<file path="src/hdl/bbs_pkg.sv">
// bbs_pkg: word types, bin geometry and fixed-point constants for the
// binned backscatter statistics block; no dependencies
`timescale 1ns / 1ps
`default_nettype none
package bbs_pkg;

  // bin table geometry
  localparam int SPEED_BINS   = 20;
  localparam int AZIMUTH_BINS = 72;
  localparam int RAIN_BINS    = 61;
  localparam int BEAM_COUNT   = 2;
  localparam int TOTAL_BINS   = BEAM_COUNT * SPEED_BINS * AZIMUTH_BINS * RAIN_BINS;

  localparam int ADDR_W     = (TOTAL_BINS > 1) ? $clog2(TOTAL_BINS) : 1;
  localparam int T1_W       = (BEAM_COUNT * SPEED_BINS > 1) ?
                              $clog2(BEAM_COUNT * SPEED_BINS) : 1;
  localparam int T2_W       = (BEAM_COUNT * SPEED_BINS * AZIMUTH_BINS > 1) ?
                              $clog2(BEAM_COUNT * SPEED_BINS * AZIMUTH_BINS) : 1;
  localparam int CHI_BIN_W  = (AZIMUTH_BINS > 1) ? $clog2(AZIMUTH_BINS) : 1;
  localparam int RAIN_BIN_W = (RAIN_BINS > 1) ? $clog2(RAIN_BINS) : 1;
  localparam int BEAM_W     = (BEAM_COUNT > 1) ? $clog2(BEAM_COUNT) : 1;

  // angles in hundredths of a degree
  localparam int CHI_FULL   = 36000;
  localparam int CHI_OFFSET = 90000;   // half turn plus two full turns
  localparam int WRAP_W     = 18;

  // chi bin = chi * AZIMUTH_BINS / CHI_FULL through a reciprocal
  localparam int     P_W       = $clog2(CHI_FULL * AZIMUTH_BINS);
  localparam int     CHI_SHIFT = 40;
  localparam longint CHI_RECIP = (64'd1 << CHI_SHIFT) / CHI_FULL;
  localparam int     RECIP_W   = $clog2(CHI_RECIP + 1);

  // rain bin steps of five raw units; exact for 16-bit values
  localparam int RAIN_STEP  = 5;
  localparam int RAIN_SHIFT = 18;
  localparam int RAIN_RECIP = ((1 << RAIN_SHIFT) + RAIN_STEP - 1) / RAIN_STEP;
  localparam int IRAIN_W    = 14;

  localparam int COLOC_CENTER = 180;

  // cycles from launch to a finished bin index
  localparam int IDX_LAT = 7;

  // configuration port
  localparam int CFG_INDEX_W = 1;
  localparam int CFG_DATA_W  = 16;
  localparam logic [CFG_INDEX_W-1:0] CFG_COLOC = 1'd0;
  localparam logic [CFG_INDEX_W-1:0] CFG_RAIN  = 1'd1;
  localparam logic [7:0]  COLOC_RESET = 8'd30;
  localparam logic [15:0] RAIN_RESET  = 16'd1000;

  // result status codes
  localparam logic [1:0] STAT_ACC   = 2'd0;
  localparam logic [1:0] STAT_SPEED = 2'd1;
  localparam logic [1:0] STAT_RAIN  = 2'd2;
  localparam logic [1:0] STAT_READ  = 2'd3;

  localparam logic [31:0] COUNT_MAX  = 32'hFFFF_FFFF;
  localparam logic [47:0] SUM48_MAX  = 48'hFFFF_FFFF_FFFF;
  localparam logic [62:0] SQUARE_MAX = 63'h7FFF_FFFF_FFFF_FFFF;

  typedef struct packed {
    logic              mode;
    logic              beam;
    logic [15:0]       wind_speed;
    logic [15:0]       wind_dir;
    logic [15:0]       meas_azimuth;
    logic signed [31:0] sigma0;
    logic [7:0]        time_offset;
    logic [15:0]       rain_raw;
    logic [17:0]       read_bin;
  } item_t;

  typedef struct packed {
    logic [1:0]         status;
    logic [17:0]        bin_address;
    logic [31:0]        bin_count;
    logic signed [63:0] bin_sum_sigma0;
    logic [62:0]        bin_sum_square;
    logic [47:0]        bin_sum_speed;
    logic [47:0]        bin_sum_chi;
    logic [47:0]        bin_sum_rain;
  } result_t;

  // one row of the bin store
  typedef struct packed {
    logic [31:0]        count;
    logic signed [63:0] sum_sigma0;
    logic [62:0]        sum_square;
    logic [47:0]        sum_speed;
    logic [47:0]        sum_chi;
    logic [47:0]        sum_rain;
  } entry_t;

  // finished bin index and drop decision
  typedef struct packed {
    logic              valid;
    logic              fetch;
    logic [1:0]        status;
    logic [ADDR_W-1:0] addr;
    logic [17:0]       bin_address;
    logic [15:0]       chi;
    logic [62:0]       square;
  } idx_t;

endpackage
`default_nettype wire

</file>
<file path="src/hdl/bbs_update.sv">
// bbs_update: saturating update of one bin row with one measurement
// uses bbs_pkg
`timescale 1ns / 1ps
`default_nettype none
module bbs_update import bbs_pkg::*; (
  input  wire entry_t             old_row,
  input  wire logic signed [31:0] sigma0,
  input  wire logic [62:0]        square,
  input  wire logic [15:0]        speed,
  input  wire logic [15:0]        chi,
  input  wire logic [15:0]        rain,
  output entry_t                  new_row
);

  logic signed [64:0] sig_sum;
  logic [63:0]        sq_sum;
  logic [48:0]        spd_sum;
  logic [48:0]        chi_sum;
  logic [48:0]        rain_sum;

  assign sig_sum  = 65'(old_row.sum_sigma0) + 65'(sigma0);
  assign sq_sum   = {1'b0, old_row.sum_square} + {1'b0, square};
  assign spd_sum  = {1'b0, old_row.sum_speed} + 49'(speed);
  assign chi_sum  = {1'b0, old_row.sum_chi} + 49'(chi);
  assign rain_sum = {1'b0, old_row.sum_rain} + 49'(rain);

  always_comb begin
    new_row.count = (old_row.count == COUNT_MAX) ? COUNT_MAX : old_row.count + 32'd1;
    // signed overflow shows as a mismatch of the two top bits
    if (sig_sum[64] != sig_sum[63]) begin
      new_row.sum_sigma0 = sig_sum[64] ? {1'b1, 63'd0} : {1'b0, {63{1'b1}}};
    end else begin
      new_row.sum_sigma0 = sig_sum[63:0];
    end
    new_row.sum_square = sq_sum[63] ? SQUARE_MAX : sq_sum[62:0];
    new_row.sum_speed  = spd_sum[48] ? SUM48_MAX : spd_sum[47:0];
    new_row.sum_chi    = chi_sum[48] ? SUM48_MAX : chi_sum[47:0];
    new_row.sum_rain   = rain_sum[48] ? SUM48_MAX : rain_sum[47:0];
  end

endmodule
`default_nettype wire

</file>
<file path="config.mk">
export PLATFORM = sky130hd
export DESIGN_NAME = bbs_update
export DESIGN_NICKNAME = d
export VERILOG_FILES = /design/src/hdl/bbs_pkg.sv /design/src/hdl/bbs_update.sv
export SDC_FILE = /design/constraint.sdc
export NUM_CORES = 1
export LEC_CHECK = 0
export BUFFER_PORTS_ARGS = -buffer_cell sky130_fd_sc_hd__buf_2
export CAP_MARGIN = 15
export CORE_AREA = 2 2 288 290
export DETAILED_ROUTE_END_ITERATION = 12
export DIE_AREA = 0 0 290 292
export GPL_ROUTABILITY_DRIVEN = 1
export PLACE_DENSITY = 0.38
export RECOVER_POWER = 100
export SYNTH_ARGS = -nofsm -noshare
export SYNTH_HDL_FRONTEND = slang
export SYNTH_SLANG_ARGS = --single-unit
</file>
<file path="constraint.sdc">
create_clock -name vclk -period 3.7
set_input_delay 0.185 -clock vclk [all_inputs]
set_output_delay 0.185 -clock vclk [all_outputs]
set_load 0.01 [all_outputs]
</file>
==> results of run 1 <==
layout by cell type (no fill, tap or decap), drive strengths merged, types with 9 or more instances in the layout:
cell type  Yosys  routed
and3          41      41
a31oi         23      23
nand2        369     369
o21bai        45      45
inv           78      78
nand3         80      80
o211ai        12      12
o21ai        164     164
a21o          83      83
nor4           9       9
a21oi        231     231
nand2b        30      30
or3           14      14
nor2b         20      20
nor2         116     116
ha           176     176
and2          22      22
clkbuf        63      75
nand4         62      62
xor2         139     139
o31ai         16      16
nor3          35      35
a211oi        10      10
xnor2        117     117
buf           26     826
and4          12      12
o21a          22      22
metal layers:
| layer | track usage | wire [µm] |
|---|---|---|
| met1 | 0.2071 | 32860 |
| met2 | 0.2952 | 36400 |
| met3 | 0.02245 | 3361 |
| met4 | 0.02083 | 930 |
| met5 | 0 | 108 |
synthesized netlist by cell type, types with 14 or more instances:
master	number	area (µm²)
nand2_1	368	1381
a21oi_1	228	1141
ha_1	176	2202
xor2_1	139	1217
o21ai_0	137	685.7
xnor2_1	117	1025
nor2_1	116	435.4
a21o_1	83	623.1
nand3_1	80	400.4
inv_1	78	292.8
nand4_1	62	387.9
clkbuf_1	61	229.0
o21bai_1	45	337.8
and3_1	41	256.5
nor3_1	34	170.2
nand2b_1	30	187.7
a31oi_1	23	143.9
o21ai_1	23	115.1
o21a_1	22	165.2
and2_1	21	131.4
nor2b_1	20	125.1
buf_2	17	85.08
o31ai_1	15	112.6
or3_1	14	87.58
logic make-up (layout without fill, tap and decap cells):
| kind of cell | Yosys count | in the layout | synth area share |
|---|---|---|---|
| and+or+nand+nor | 826 | 826 | 0.2914 |
| muxes | 13 | 13 | 0.01038 |
| AOI/OAI and AO/OA | 663 | 663 | 0.3060 |
| buffers and inverters | 167 | 979 | 0.05173 |
| other | 0 | 4 | 0 |
| adders and majority gates | 182 | 182 | 0.1729 |
| xor gates and xnor gates | 256 | 256 | 0.1676 |
worst paths after layout:
| kind | startpoint | end | slack (ns) | cells past startpoint |
|---|---|---|---|---|
| setup / recovery | old_row[146] | new_row[201] | 0.18 | 17 |
| hold / removal | old_row[271] | new_row[271] | 0.67 | 3 |
worst max-delay path: cells and delay by family:
family	cells	cell delay [ns]
and+or+nand+nor	1	0.09
buffers and inverters	5	0.86
adders and majority gates	1	0.31
AOI/OAI and AO/OA	10	1.86
stage by stage:
stage	setup WS, ns	setup TNS [ns]	hold WS (ns)	cells
global placement	-0.4356	-13.45	0.6681	3981
CTS	0.006597	0	0.6697	3982
floorplan	0.5303	0	0.4361	2107
global route	-0.02952	-0.1382	0.6755	3993
detailed placement	-0.4426	-15.24	0.6696	3981
finish	0.1776	0	0.6659	3993
cell type report:
cell class | count | share of cell area
diodes | 4 | 0.0005130
inverters | 78 | 0.01500
repair buffers | 901 | 0.2526
well taps | 1070 | 0.06861
multi-input cells | 1940 | 0.6633
report_power, final:
part,switching (mW),internal [mW],leakage (nW),total (mW)
Combinational,2.35,1.67,9.63,4.02
Sequential,0,0,0,0
Clock,0,0.000000145,0.0000254,0.000000145
Total,2.35,1.67,9.63,4.02
timing repair:
| action | 4_1_cts | 5_1_grt |
|---|---|---|
| hold buffers | 0 | 0 |
| endpoints found under the hold margin | 0 | 0 |
| pin swaps | 2 | 17 |
| setup buffers | 1 | 7 |
| resized for setup | 22 | 46 |
| setup endpoints to repair | 90 | 163 |
==> flow_metrics.env, run 1 <==
export IMPL_required_ns=3.51
export IMPL_syn_inst=2107
export IMPL_yosysWarnings=0
export IMPL_detail_route_antenna_nets=0
export IMPL_synth_nets=2734
export IMPL_final_seq_area_um2=0
export IMPL_p_total_mw=4.019
export IMPL_fin_crit_sh=0.9520
export IMPL_area_delta_synth_final_pct=45.89
export IMPL_peakVddDrop_uv=90.57
export IMPL_placed_cell_area_um2=19270
export IMPL_hold_violations=0
export IMPL_worstMarginPinSlew_ns=0.7146
export IMPL_crit_fanout=13
export IMPL_p_leak_nw=9.633
export IMPL_path_class="input port to output port"
export IMPL_gr_total_overflow=0
export IMPL_multi_input_area_um2=12940
export IMPL_grt_pass1_vias=18260
export IMPL_rows=105
export IMPL_critPathSlowestCell="a311o_2"
export IMPL_drive_gt1_frac=0.3107
export IMPL_drtIter0Drc=737
export IMPL_setup_viol=0
export IMPL_synth_avg_cell_area_um2=6.348
export IMPL_cpMostUsedCell="buf_4"
export IMPL_port_buffers=749
export IMPL_fp_dieW_um=290
export IMPL_place_congestion=0.8670
export IMPL_synth_cell_types=79
export IMPL_die_h_um=292
export IMPL_die_area_um2=84680
export IMPL_grt_pass1_wl_um=109100
export IMPL_via_count=18190
export IMPL_dp_hpwl_um=66180
export IMPL_design_seq_count=0
export IMPL_grt_util_all_layers=0.1623
export IMPL_status="finished, final reports clean"
export IMPL_initial_core_util=0.1639
export IMPL_design_area_um2=19510
export IMPL_start_kind="input port"
export IMPL_nFillCells=9604
export IMPL_drc=0
export IMPL_fmaxAchievable_mhz=283.9
export IMPL_crit_chain="buf_2, ha_1, o21ai_0, o21bai_1, buf_4, o21ai_1, a21boi_2, o21a_1, o211ai_1, buf_4, o21ai_2, a21bo_2, nand2_1, a311o_2, buf_4, o21ai_0, buf_2"
export IMPL_grt_max_degree=41
export IMPL_viasPerCell=4.555
export IMPL_finalMaxSlewViolations=0
export IMPL_end_kind="output port"
export IMPL_dr_pass1_iters=5
export IMPL_routed_wl_um=73660
export IMPL_synth_area_um2=13380
export IMPL_hold_class="input port to output port"
export IMPL_clock_buffers=0
export IMPL_max_slew_margin=0.5218
export IMPL_final_core_util=0.2392
export IMPL_p_per_area_nw_per_um2=206.0
export IMPL_coreArea_um2=81580
export IMPL_layout_min_cycle_time_ns=3.522
export IMPL_yosysSeqAreaShare=0
export IMPL_max_stage_delay_ns=0.45
export IMPL_rsz0062_at_grt="yes"
export IMPL_antenna_found_initial=17
export IMPL_io_pins=749
export IMPL_cap_violations=0
export IMPL_fin_nets=3548
export IMPL_wl_per_cell_um=18.45
export IMPL_crit_arrival_ns=3.34
No activity file was read; power rests on OpenSTA's default activity.
==> run 2, diff against run 1 <==
CORE_AREA = 2 2 291 293   (was 2 2 288 290)
DIE_AREA = 0 0 293 295   (was 0 0 290 292)
PLACE_DENSITY = 0.37   (was 0.38)
==> run 2 against run 1 <==
Compared with the run above:
- sequential share of layout area is the same
- design area decreased by 2.1%
- count of clock-buffer cells in the layout stayed put
- wire length is essentially flat
- via count about the same
- critical path depth is the same
- setup slack got worse by 0.027 ns
- worst hold slack improved by 0.017 ns
- global-route usage decreased by 0.50 points
- largest cell class unchanged
- highest routed layer unchanged
==> flow_metrics.env, run 2 (same netlist as run 1, synthesis figures left out) <==
export IMPL_drtIter0Drc=979
export IMPL_swShare=0.5951
export IMPL_antenna_found_initial=17
export IMPL_end_kind="output port"
export IMPL_drive_gt1_frac=0.2938
export IMPL_final_core_util=0.2297
export IMPL_routed_wl_um=73660
export IMPL_layout_commonest_cell="buf_2"
export IMPL_gr_total_overflow=0
export IMPL_rsz0062_at_grt="yes"
export IMPL_worstMarginPinSlew_ns=0.6690
export IMPL_hold_violations=0
export IMPL_coreArea_um2=83160
export IMPL_dp_slack_ns=-0.09628
export IMPL_crit_chain="buf_2, ha_1, inv_1, fa_1, nand2b_4, a21oi_2, o211ai_1, nand3_2, nand4_1, a31oi_1, o21ai_2, o31ai_2, buf_4, a41oi_1, or3_4, o21ai_2, clkbuf_2"
export IMPL_place_congestion=0.9034
export IMPL_p_total_mw=3.914
export IMPL_grt_pass1_wl_um=107400
export IMPL_cts_hold_buf=0
export IMPL_detail_route_antenna_nets=0
export IMPL_crit_fanout=2
export IMPL_nFillCells=9753
export IMPL_cap_violations=0
export IMPL_hold_class="input port to output port"
export IMPL_fp_dieW_um=293
export IMPL_area_delta_synth_final_pct=42.82
export IMPL_multi_input_area_um2=12890
export IMPL_fin_crit_sh=0.9592
export IMPL_clock_buffers=0
export IMPL_status="finished, final reports clean"
export IMPL_required_ns=3.51
export IMPL_drc=0
export IMPL_p_leak_nw=9.378
export IMPL_initial_core_util=0.1608
export IMPL_viasPerCell=4.581
export IMPL_fin_nets=3512
export IMPL_critPathSlowestCell="fa_1"
export IMPL_final_cell_mix="buf_2, nand2_1, a21oi_1, ha_1, xor2_1"
export IMPL_tns_ns=0
export IMPL_p_per_area_nw_per_um2=204.9
export IMPL_dr_pass1_iters=5
export IMPL_grt_util_all_layers=0.1573
export IMPL_design_area_um2=19100
export IMPL_peakVddDrop_uv=97.70
export IMPL_design_seq_count=0
export IMPL_crit_arrival_ns=3.36
export IMPL_placed_cell_area_um2=19020
export IMPL_start_kind="input port"
export IMPL_dp_hpwl_um=66320
export IMPL_internal_power_mw=1.585
export IMPL_port_buffers=749
export IMPL_wl_per_cell_um=18.55
export IMPL_finalMaxSlewViolations=0
export IMPL_seq_power_share=0
export IMPL_max_slew_margin=0.5524
export IMPL_worst_slack_ns=0.1511
export IMPL_dp_cells=3959
export IMPL_via_count=18190
export IMPL_power_switching_mw=2.329
export IMPL_die_h_um=295
export IMPL_path_class="input port to output port"
export IMPL_final_cell_count_no_fill=3970
export IMPL_grt_pass1_vias=17780
export IMPL_layout_min_cycle_time_ns=3.549
export IMPL_max_stage_delay_ns=0.41
export IMPL_clkPwrFrac=0
export IMPL_setup_viol=0
export IMPL_rows=106
export IMPL_cpMostUsedCell="o21ai_2"
export IMPL_io_pins=749
export IMPL_grt_max_degree=34
export IMPL_fmaxAchievable_mhz=281.8
export IMPL_final_seq_area_um2=0
export IMPL_die_area_um2=86440
export IMPL_min_path_cells=3
export IMPL_finalHoldWorstSlack_ns=0.6828
export IMPL_comb_power_share=1.000
[run 2: cell types whose count changed in the layout (fill, tap and decap cells not counted), moves of 3 or more]
cell / previous run / this run
buf_4: 137 / 95
buf_12: 10 / 5
clkbuf_2: 6 / 67
clkbuf_1: 69 / 91
a21oi_2: 4 / 11
diode_2: 4 / 7
a21oi_1: 223 / 218
o21ai_1: 33 / 30
o21ai_0: 119 / 127
buf_2: 677 / 602
o21ai_2: 11 / 7
[run 2: layout make-up]
cell class | count | share of cell area
multi-input combinational | 1940 | 0.6745
timing repair buffer | 865 | 0.2385
tap | 1080 | 0.07074
inverter | 78 | 0.01533
antenna | 7 | 0.0009170
[run 2: power groups by stage]
stage / Combinational [mW] / Clock (mW) / Sequential, mW
after CTS: 3.93 / 0 / 0
after global routing: 4.28 / 0.000000217 / 0
after global placement: 3.93 / 0 / 0
after floorplan: 2.18 / 0 / 0
final: 3.91 / 0.000000254 / 0
after detailed placement: 3.89 / 0 / 0
[run 2: worst max-delay path, delay by kind of cell]
kind | cells | cell delay (ns)
compound gates | 7 | 1.21
fa+ha+maj | 2 | 0.57
simple gates | 4 | 0.92
buf+inv | 4 | 0.47
[run 2: final timing paths]
check             slack, ns         start           end
hold / removal         0.68  old_row[271]  new_row[271]
setup / recovery       0.15  old_row[207]  new_row[269]
[run 2: timing repair]
item | 4_1_cts | 5_1_grt
pin swaps | 1 | 17
endpoints found under the setup margin | 21 | 209
buffers inserted | 0 | 4
resized for setup | 10 | 51
[run 2: layer usage]
metal / global-route usage / wire, µm / vias up
li1: - / - / 9147
met1: 0.2036 / 32580 / 8449
met2: 0.2768 / 35740 / 498
met3: 0.02293 / 3791 / 78
met4: 0.03064 / 1454 / 14
met5: 0 / 86 / -
==> run 3, diff against run 2 <==
--- a/config.mk
+++ b/config.mk
@@ -6,4 +6,5 @@
 export NUM_CORES = 1
 export LEC_CHECK = 0
+export ABC_AREA = 1
 export BUFFER_PORTS_ARGS = -buffer_cell sky130_fd_sc_hd__buf_2
 export CAP_MARGIN = 15
@@ -12,5 +13,5 @@
 export DIE_AREA = 0 0 293 295
 export GPL_ROUTABILITY_DRIVEN = 1
-export PLACE_DENSITY = 0.37
+export PLACE_DENSITY = 0.45
 export RECOVER_POWER = 100
 export SYNTH_ARGS = -nofsm -noshare
==> constraint.sdc (replaced) <==
create_clock -name vclk -period 4.35
set_input_delay 0.87 -clock vclk [all_inputs]
set_output_delay 0.87 -clock vclk [all_outputs]
set_load 0.01 [all_outputs]
==> run 3 against run 2 <==
Compared with the run above:
- total power down 0.41%
- design area up 30%
- critical endpoint is now new_row[209]
- global-route usage up 7.9 points
- largest power group unchanged
- sequential share of layout area unchanged
- via count up 54%
==> flow_metrics.env, run 3 <==
export IMPL_status="finished, final reports clean"
export IMPL_yosysWarnings=0
export IMPL_dp_hpwl_um=99860
export IMPL_die_h_um=295
export IMPL_cts_setup_buffers=0
export IMPL_io_pins=749
export IMPL_yosys_top_cells_area="nand2_1, inv_1, ha_1, nor2_1, nand3_1"
export IMPL_antenna_found_initial=19
export IMPL_yosys_top_cells_count="nand2_1, inv_1, nor2_1"
export IMPL_layout_min_cycle_time_ns=4.230
export IMPL_die_area_um2=86440
export IMPL_via_count=27950
export IMPL_rsz0062_at_grt="yes"
export IMPL_yosys_cell_count_top_type="nand2_1"
export IMPL_max_slew_margin=0.4279
export IMPL_end_kind="output port"
export IMPL_crit_arrival_ns=3.36
export IMPL_drive_gt1_frac=0.1799
export IMPL_crit_fanout=33
export IMPL_hold_end="new_row[271]"
export IMPL_grt_pass1_vias=26590
export IMPL_start_kind="input port"
export IMPL_wl_per_cell_um=18.95
export IMPL_drtIter0Drc=1834
export IMPL_clkPwrFrac=0
export IMPL_drc=0
export IMPL_fp_dieW_um=293
export IMPL_viasPerCell=4.844
export IMPL_seq_power_share=0
export IMPL_synth_cell_types=51
export IMPL_grt_pass1_wl_um=157700
export IMPL_swShare=0.6437
export IMPL_critPathTopFamily="compound AO/OA/AOI/OAI gates"
export IMPL_grt_max_degree=49
export IMPL_design_seq_count=0
export IMPL_peakVddDrop_uv=73.72
export IMPL_yosys_area_top_type="nand2_1"
export IMPL_synth_avg_cell_area_um2=4.969
export IMPL_synth_area_um2=19110
export IMPL_initial_core_util=0.2298
export IMPL_cp_num_buf_inv=4
export IMPL_fmaxAchievable_mhz=236.4
export IMPL_placed_cell_area_um2=24960
export IMPL_worstHoldStart="old_row[271]"
export IMPL_critPathSlowestCell="ha_1"
export IMPL_power_switching_mw=2.509
export IMPL_port_buffers=749
export IMPL_setup_viol=0
export IMPL_detail_route_antenna_nets=0
export IMPL_worstMarginPinSlew_ns=0.8511
export IMPL_final_seq_area_um2=0
export IMPL_coreArea_um2=83160
export IMPL_min_path_cells=3
export IMPL_dp_cells=5759
export IMPL_finalMaxSlewViolations=0
export IMPL_synth_nets=4472
export IMPL_p_leak_nw=13.05
export IMPL_layout_commonest_cell="nand2_1"
export IMPL_fin_nets=5309
export IMPL_routed_wl_um=109300
export IMPL_design_area_um2=24860
export IMPL_rows=106
export IMPL_max_stage_delay_ns=0.37
export IMPL_hold_class="input port to output port"
export IMPL_internal_power_mw=1.389
export IMPL_hold_violations=0
export IMPL_dr_pass1_iters=5
export IMPL_fin_crit_sh=0.9724
export IMPL_path_class="input port to output port"
export IMPL_clock_buffers=0
export IMPL_syn_inst=3845
export IMPL_crit_chain="buf_2, buf_12, ha_1, a21oi_1, a21boi_1, nand2_1, nand2_1, nand2_1, a21oi_4, nand2_2, nand2_1, nand2_4, nor2_8, buf_12, o21ai_0, buf_2"
export IMPL_grt_util_all_layers=0.2363
export IMPL_p_total_mw=3.898
export IMPL_yosysSeqAreaShare=0
export IMPL_synth_top_cell_area_share=0.2408
export IMPL_area_delta_synth_final_pct=30.13
export IMPL_final_cell_mix="nand2_1, inv_1, buf_2, nor2_1, nand3_1"
export IMPL_final_cell_count_no_fill=5769
export IMPL_place_congestion=0.9842
export IMPL_required_ns=3.48
export IMPL_gr_total_overflow=0
export IMPL_comb_power_share=1.000
export IMPL_p_per_area_nw_per_um2=156.8
export IMPL_cpMostUsedCell="nand2_1"
export IMPL_cap_violations=0
run 3: cell type report:
type	count	area (µm²)
multi-input combinational	3194	16580
inverter	617	2316
tap	1080	1351
timing repair buffer	869	4593
fill	9976	58290
antenna	9	22.52
run 3: repair_timing:
item | CTS | global route
resized for setup | 2 | 21
hold buffers | 0 | 0
gates cloned | 0 | 1
setup endpoints to repair | 1 | 71
run 3: kinds of logic after synthesis:
kind of cell / count (synthesis) / synth area share
AO/OA/AOI/OAI: 536 / 0.1606
XOR/XNOR: 119 / 0.05455
adder cells (fa/ha/maj): 181 / 0.1205
buffers and inverters: 651 / 0.1365
AND/OR/NAND/NOR: 2358 / 0.5279
run 3: worst max path at each step:
| stage | start | end | slack (ns) | cells after the start |
|---|---|---|---|---|
| 2_1_floorplan | old_row[0] | new_row[17] | 0.64 | 14 |
| 3_3_place_gp | old_row[207] | new_row[269] | -0.10 | 19 |
| 3_5_place_dp | old_row[207] | new_row[269] | -0.12 | 19 |
| 4_1_cts | old_row[207] | new_row[269] | 0.05 | 19 |
| 5_1_grt | sigma0[31] | new_row[208] | -0.02 | 16 |
| 6_report | sigma0[31] | new_row[209] | 0.12 | 16 |
run 3: layer usage:
layer	GRT usage	wire length, µm
met5	0	58
met4	0.07405	3801
met3	0.02413	6538
met2	0.4154	52180
met1	0.3020	46750
run 3: stage by stage:
stage,TNS [ns],utilization,worst slack [ns],hold slack [ns]
4_1_cts,0,0.3002,0.05347,2.064
2_1_floorplan,0,-,0.6368,1.811
3_5_place_dp,-0.1175,0.3002,-0.1175,2.064
6_report,0,0.2990,0.1202,2.047
3_3_place_gp,-0.1044,0.3002,-0.1044,2.064
5_1_grt,-0.03589,0.2989,-0.01789,2.062
run 3: power groups by stage:
stage	clock [mW]	sequential, mW	combinational (mW)
6_report	0.000000279	0	3.90
5_1_grt	0.000000185	0	4.26
4_1_cts	0	0	3.93
2_1_floorplan	0	0	2.20
3_3_place_gp	0	0	3.92
3_5_place_dp	0	0	3.91
